`src/rtl/core/eulr_pkg.sv`:
```
// Package: shared constants and helpers for the Euler XYZ rotation matrix core.
`default_nettype none
package eulr_pkg;
  localparam int unsigned CW = 34;  // CORDIC word width, Q2.30 plus guard bits
  localparam logic signed [CW-1:0] ONE_Q30     = 34'sd1073741824;
  localparam logic signed [CW-1:0] PI_Q30      = 34'sd3373259426;
  localparam logic signed [CW-1:0] HALF_PI_Q30 = 34'sd1686629713;
  localparam logic signed [CW-1:0] GAIN_Q30    = 34'sd652032874;

  // Arctangent of 2^-i in Q2.30, rounded to nearest.
  function automatic logic signed [CW-1:0] atan_q30(input int i);
    logic signed [CW-1:0] v;
    v = '0;
    unique case (i)
      0: v = 34'sd843314857;
      1: v = 34'sd497837830;
      2: v = 34'sd263043837;
      3: v = 34'sd133525159;
      4: v = 34'sd67021687;
      5: v = 34'sd33543516;
      6: v = 34'sd16775851;
      7: v = 34'sd8388437;
      8: v = 34'sd4194283;
      9: v = 34'sd2097149;
      default: v = (i < 31) ? (34'sd1 <<< (30 - i)) : '0;
    endcase
    return v;
  endfunction
endpackage
`default_nettype wire

```
`src/rtl/core/eulr_cordic.sv`:
```
// Pipelined CORDIC: one stage per step, folded angle in, rounded sin/cos out.
`default_nettype none
module eulr_cordic
  import eulr_pkg::*;
#(
  parameter int ANGLE_BITS   = 16,
  parameter int COEF_BITS    = 16,
  parameter int SINCOS_STEPS = 14
) (
  input  wire logic                        clk,
  input  wire logic                        en,
  input  wire logic signed [ANGLE_BITS-1:0] angle,
  output logic signed [COEF_BITS-1:0]      sin_o,
  output logic signed [COEF_BITS-1:0]      cos_o
);
  localparam int N = SINCOS_STEPS;
  localparam int SH = 32 - COEF_BITS;

  logic signed [CW-1:0] x_r [0:N];
  logic signed [CW-1:0] y_r [0:N];
  logic signed [CW-1:0] z_r [0:N];
  logic                 neg_r [0:N];
  logic signed [CW-1:0] z_in;
  logic signed [COEF_BITS-1:0] sin_r, cos_r;

  // Input stage: scale to Q2.30 and fold into [-pi/2, pi/2].
  always_comb begin
    z_in = CW'(angle) <<< (33 - ANGLE_BITS);
  end

  always_ff @(posedge clk) begin
    if (en) begin
      x_r[0] <= GAIN_Q30;
      y_r[0] <= '0;
      if (z_in > HALF_PI_Q30) begin
        z_r[0] <= z_in - PI_Q30; neg_r[0] <= 1'b1;
      end else if (z_in < -HALF_PI_Q30) begin
        z_r[0] <= z_in + PI_Q30; neg_r[0] <= 1'b1;
      end else begin
        z_r[0] <= z_in; neg_r[0] <= 1'b0;
      end
    end
  end

  for (genvar i = 0; i < N; i++) begin : g_step
    always_ff @(posedge clk) begin
      if (en) begin
        neg_r[i+1] <= neg_r[i];
        if (!z_r[i][CW-1]) begin
          x_r[i+1] <= x_r[i] - (y_r[i] >>> i);
          y_r[i+1] <= y_r[i] + (x_r[i] >>> i);
          z_r[i+1] <= z_r[i] - atan_q30(i);
        end else begin
          x_r[i+1] <= x_r[i] + (y_r[i] >>> i);
          y_r[i+1] <= y_r[i] - (x_r[i] >>> i);
          z_r[i+1] <= z_r[i] + atan_q30(i);
        end
      end
    end
  end

  function automatic logic signed [COEF_BITS-1:0] to_coef(
      input logic signed [CW-1:0] v, input logic neg);
    logic signed [CW-1:0] t;
    logic signed [CW:0]   w;
    t = neg ? -v : v;
    if (t > ONE_Q30) t = ONE_Q30;
    else if (t < -ONE_Q30) t = -ONE_Q30;
    if (SH > 0) w = ((CW+1)'(t) + ((CW+1)'(1) <<< (SH > 0 ? SH - 1 : 0))) >>> SH;
    else w = (CW+1)'(t) <<< (SH < 0 ? -SH : 0);
    return COEF_BITS'(w);
  endfunction

  always_ff @(posedge clk) begin
    if (en) begin
      sin_r <= to_coef(y_r[N], neg_r[N]);
      cos_r <= to_coef(x_r[N], neg_r[N]);
    end
  end
  assign sin_o = sin_r;
  assign cos_o = cos_r;
endmodule
`default_nettype wire

```
`config.mk`:
```
export PLATFORM = sky130hd
export DESIGN_NAME = eulr_cordic
export DESIGN_NICKNAME = d
export VERILOG_FILES = /design/src/rtl/core/eulr_pkg.sv /design/src/rtl/core/eulr_cordic.sv
export SDC_FILE = /design/constraint.sdc
export NUM_CORES = 2
export LEC_CHECK = 0
export BUFFER_PORTS_ARGS = -buffer_cell sky130_fd_sc_hd__buf_2
export CELL_PAD_IN_SITES_DETAIL_PLACEMENT = 1
export CELL_PAD_IN_SITES_GLOBAL_PLACEMENT = 2
export CORE_MARGIN = 2
export CORE_UTILIZATION = 46
export DETAILED_ROUTE_END_ITERATION = 10
export MAX_ROUTING_LAYER = met4
export PLACE_DENSITY_LB_ADDON = 0.1
export SLEW_MARGIN = 0
export SYNTH_ARGS = -nofsm -noshare
export SYNTH_HDL_FRONTEND = slang
export SYNTH_SLANG_ARGS = --single-unit
```
`constraint.sdc`:
```
create_clock -name clk -period 11.3 [get_ports clk]
set_clock_uncertainty 0.05 [all_clocks]
set_input_delay 2.26 -clock clk [delete_from_list [all_inputs] [get_ports clk]]
set_output_delay 2.26 -clock clk [all_outputs]
set_load 0.05 [all_outputs]
```
; ---- After elaboration in Yosys (flattened, before gate mapping)
; Memory sizes are Yosys's and may differ from the RTL's.
; Index checks and enable logic that the tools add are counted.
[word_totals]
n_memories = 4
mem_bits_rw = 1545
input_bits = 18
reg_bits = 32
output_inout_bits = 32
wordCells = 298
[mem_list]
columns = name, words, word_bits, read_ports, rd_clocked_by_memory_dff, write_ports, line_no
row1 = x_r, 15, 34, 15, 0, 15, eulr_cordic.sv:19  ; logic signed [CW-1:0] x_r [0:N];
row2 = y_r, 15, 34, 15, 0, 15, eulr_cordic.sv:20  ; logic signed [CW-1:0] y_r [0:N];
row3 = z_r, 15, 34, 14, 0, 15, eulr_cordic.sv:21  ; logic signed [CW-1:0] z_r [0:N];
row4 = neg_r, 15, 1, 15, 0, 15, eulr_cordic.sv:22  ; logic neg_r [0:N];
[op_classes]
addsub = 89
n_bitwise = 46
n_lt_le_gt_ge = 6
mux = 151
[op_table]
columns = cell, count
row1 = 34-bit 2-to-1 mux, 46
row2 = 32-bit 2-to-1 mux, 6
row3 = 1-bit 2-to-1 mux, 99
row4 = 34-bit by 21-bit adder with 34-bit output, 2
row5 = 34-bit by 22-bit adder with 34-bit output, 2
row6 = 34-bit by 22-bit adder with 34-bit output (second input constant), 2
row7 = 34-bit by 23-bit adder with 34-bit output, 2
row8 = 34-bit by 24-bit adder with 34-bit output, 2
row9 = 34-bit by 25-bit adder with 34-bit output, 2
row10 = 34-bit by 26-bit adder with 34-bit output, 2
row11 = 34-bit by 27-bit adder with 34-bit output, 2
row12 = 34-bit by 28-bit adder with 34-bit output, 2
row13 = 34-bit by 29-bit adder with 34-bit output, 2
row14 = 34-bit by 30-bit adder with 34-bit output, 2
row15 = 34-bit by 31-bit adder with 34-bit output, 2
row16 = 34-bit by 32-bit adder with 34-bit output, 2
row17 = 34-bit by 33-bit adder with 34-bit output, 2
row18 = 34-bit by 32-bit greater-than comparator with 1-bit output (second input constant), 2
row19 = 34-bit by 31-bit < comparator with 1-bit output (second input constant), 2
row20 = 34-bit negation, 2
row21 = 34-bit by 21-bit subtractor with 34-bit output, 2
row22 = 34-bit by 22-bit subtractor with 34-bit output, 2
row23 = 34-bit by 22-bit subtractor with 34-bit output (second input constant), 2
row24 = 34-bit by 23-bit subtractor with 34-bit output, 2
row25 = other kinds (42), 99

; ---- Longest topological paths before layout
; An unclocked memory read counts as a cell.
[logic_depth]
ltp_word = 8
ltp_mapped = 21
depth_no_buf = 21

; ---- Worst setup path before layout
; OpenSTA, ideal clock, no wires.
[synth_path]
kind = input -> register
start = input port en
end = memory y_r[10][32] (data pin)
path_stages = 19
setup_time_ns = 0.262
t_required_ns = 10.988
slack_ns = 4.219
arrival_ns = 6.769
n_path_buf = 4
cell_sequence = clkbuf_1 clkbuf_1 nand2_1 inv_1 clkbuf_1 clkbuf_1 mux2i_1 fa_1 a21o_1 a21oi_1 o211ai_1 a21oi_1 o21a_1 or3_1 a21oi_1 a221o_1 a211oi_1 a21oi_1 xor2_1
[synth_lines]
columns = item, line_no
row1 = "start, declared", eulr_cordic.sv:11  ; input wire logic en,
row2 = "end, declared", eulr_cordic.sv:20

==> run summary <==
CP required - 11.83 ns
Detail Route Antenna Nets - 0
cell depth of the worst flop-to-flop path - 17
drt drc - 0
r2r endpoint - y_r[8][33]
synth warn - 0
initial antenna violation count - 7
ranking of synthesized cells by area - edfxtp_1, ha_1, xnor2_1, a21oi_1, xor2_1
first-pass iteration count of the detailed router - 5
setup tns final - 0 ns
Fmax - 0.1293 GHz
R2R Setup Slk - 5.42 ns
met2 Use GR - 47.28%
cell taking the most area after synthesis - edfxtp_1
clock sink count - 1272
sink of the worst hold path - neg_r[4]
worst reg2reg path startpoint - x_r[0][250]
post-route setup slack - 3.563 ns
area of the core - 0.2319 mm2
grt total ovfl - 0
vias in the first global route - 87120
largest net degree at the start of global routing - 169
Via Count - 84660
Max stage delay on crit path - 0.63 ns
Min-Delay Path Class - register to register
crit path kind - primary input to register
number of max-cap violations - 0
# nets final - 12470
Top Usage Layer GRT - met2
wire length of the first global-routing pass - 496800 um
# fillers - 26020
HPWL after DPL - 252400 um
fin crit period - 7.737 ns
worst-case clock buffer depth - 3
H-tree lvl count - 4
commonest non-fill, non-tap cells in the layout - edfxtp_1, a21oi_1, ha_1, xnor2_1, nor2_1
Post-synth EDFFs - 1272
commonest non-fill, non-tap cell in the layout - edfxtp_1
Post-Syn Area - 0.1070 mm2
Slew Limit Fails - 0
I/O pins - 50
CTS root buffer - clkbuf_16
die width - 486.2 um
Clock Latency Late Sink - 0.85 ns
Die Y - 486.2 um
Worst Setup Start Kind - primary input
Synth Instances - 11160
DP Worst Slack - 2.860 ns
row count - 177
Routed Wire Length - 314300 um
post-synthesis sequential area ratio - 35.71%
TritonCTS clock tree - built
placed inst area - 0.1108 mm2
Die ar. - 0.2364 mm2
Area growth syn-to-layout - 8.478%
RSZ-0062 raised after global routing - no
crit end category - register
PostCTS Resize Cnt - 0
hold depth - 0
Fin. Hold Viols - 0
share of post-route cells with drive strength above 1 - 4.485%
synthesized flop and latch total - 1272
Final Hold Slack - 0.3567 ns
Tcrit/Tclk final - 68.47%
setup violators final - 0
crit path max fanout - 97
measured slew at the worst slew-check pin - 1.324 ns
Synth Flop Type - edfxtp_1
worst-path cell chain - buf_12, buf_4, nand2_2, buf_4, inv_2, buf_4, nor2_1, xor2_1, ha_1, a21o_1, a21o_1, a21oi_1, o21ai_0, a21boi_0, o21ai_0, a211oi_1, nor3b_1, o21ai_0, nand2_1, xor2_1
IO Port Bufs - 49
met1 GRT Util - 32.99%
Starting Density - 46.13%
DR iter-0 viols - 4622
post-synth cell types - 104
syn nets - 12390
fraction of registers with async set/reset - 0%
GR Util All Layers - 26.95%
GPL Wtd Cong - 0.9153
slowest CP cell - buf_4
wire length per cell - 21.81 um
status - finished clean
CTS Buf Count - 158
Hold Path Origin - neg_r[3]
Worst-path clk slew - 0.06 ns
grt met3 use - 2.728%
Mean Syn Cell Area - 9.583 um2
Yosys top cell area share - 35.71%
Design Area, Final - 0.1160 mm2
vias per inst - 5.872
Post-CTS Setup Bufs - 0
critical path arrival - 8.27 ns
slew margin rel. - 11.73%
hold-fix buffers at CTS - 0
==> Yosys cell counts (16+ instances only) <==
cell	count
edfxtp_1	1272
a21oi_1	1215
ha_1	1176
xnor2_1	1103
nor2_1	906
nand2_1	632
o21ai_0	594
xor2_1	539
a21o_1	526
inv_1	484
nor3_1	232
nand3_1	203
o21bai_1	181
nand2b_1	173
clkbuf_1	161
o21a_1	153
nor2b_1	147
o31ai_1	115
a211oi_1	107
a31oi_1	102
and3_1	92
nor4_1	87
or3_1	78
nand4_1	57
and2_1	51
mux2i_1	51
o211ai_1	47
o41ai_1	47
fa_1	38
a21boi_0	36
or2_2	36
or4_1	36
mux2_2	32
nor3b_1	32
a211o_1	27
a2111oi_0	22
buf_1	22
nand3b_1	20
o31a_1	20
a31o_2	18
a221o_1	17
and4_1	17
a221oi_1	16
==> worst max-delay path, delay by kind of cell <==
family | cells | cell delay, ns
xor gates and xnor gates | 2 | 0.30
buffers and inverters | 5 | 2.21
and+or+nand+nor | 4 | 0.40
AOI/OAI and AO/OA | 8 | 2.28
adders and majority gates | 1 | 0.35
==> through the flow <==
stage | util, % | instances
after floorplan | - | 11160
after global placement | 47.78 | 14120
after detailed placement | 47.78 | 14120
after CTS | 50.04 | 14420
after global routing | 50.04 | 14420
final | 50.04 | 14420
==> kinds of logic (layout without fill, tap and decap cells) <==
logic type | count (synthesis) | count (layout) | share of synthesized area (%)
AO/OA/AOI/OAI | 3418 | 3418 | 20.15
XOR/XNOR | 1643 | 1643 | 13.47
adder cells (fa/ha/maj) | 1216 | 1216 | 14.49
buffers and inverters | 671 | 881 | 2.359
flip-flops | 1272 | 1272 | 35.71
multiplexers | 83 | 83 | 0.8141
other | 0 | 1 | 0
AND/OR/NAND/NOR | 2859 | 2859 | 13.02
==> routing by layer <==
metal / part of all wire, % / up-vias
li1: - / 41500
met1: 44 / 41710
met2: 50 / 1072
met3: 2.9 / 379
met4: 2.6 / 0
met5: 0 / -
==> layout make-up <==
type	instances	area (um2)	area share, %
tap	3043	3807	3.281
antenna	1	2.502	0.002157
multi-input combinational	9219	66260	57.10
clock buffer	176	4106	3.539
clock inverter	117	1142	0.9845
sequential	1272	38200	32.92
timing repair buffer	102	695.7	0.5995
inverter	486	1824	1.572
==> sequential cells by signal, summed over array words and instances (netlist names) <==
signal	count
z_r	366
neg_r	15
y_r	443
x_r	416
cos_o	16
sin_o	16
==> how the worst max path moves through the flow <==
stage | slack (ns) | end | cells after the start | startpoint
after floorplan | 4.22 | y_r[10][32] | 19 | en
after global placement | 3.00 | x_r[0][132] | 20 | en
after detailed placement | 2.86 | x_r[0][132] | 20 | en
after CTS | 3.73 | x_r[0][168] | 20 | en
after global routing | 3.12 | x_r[0][132] | 20 | en
final | 3.56 | x_r[0][132] | 20 | en
Power is not shown: default switching activity piles up to over one toggle a cycle in this logic, so the estimate is an artifact.
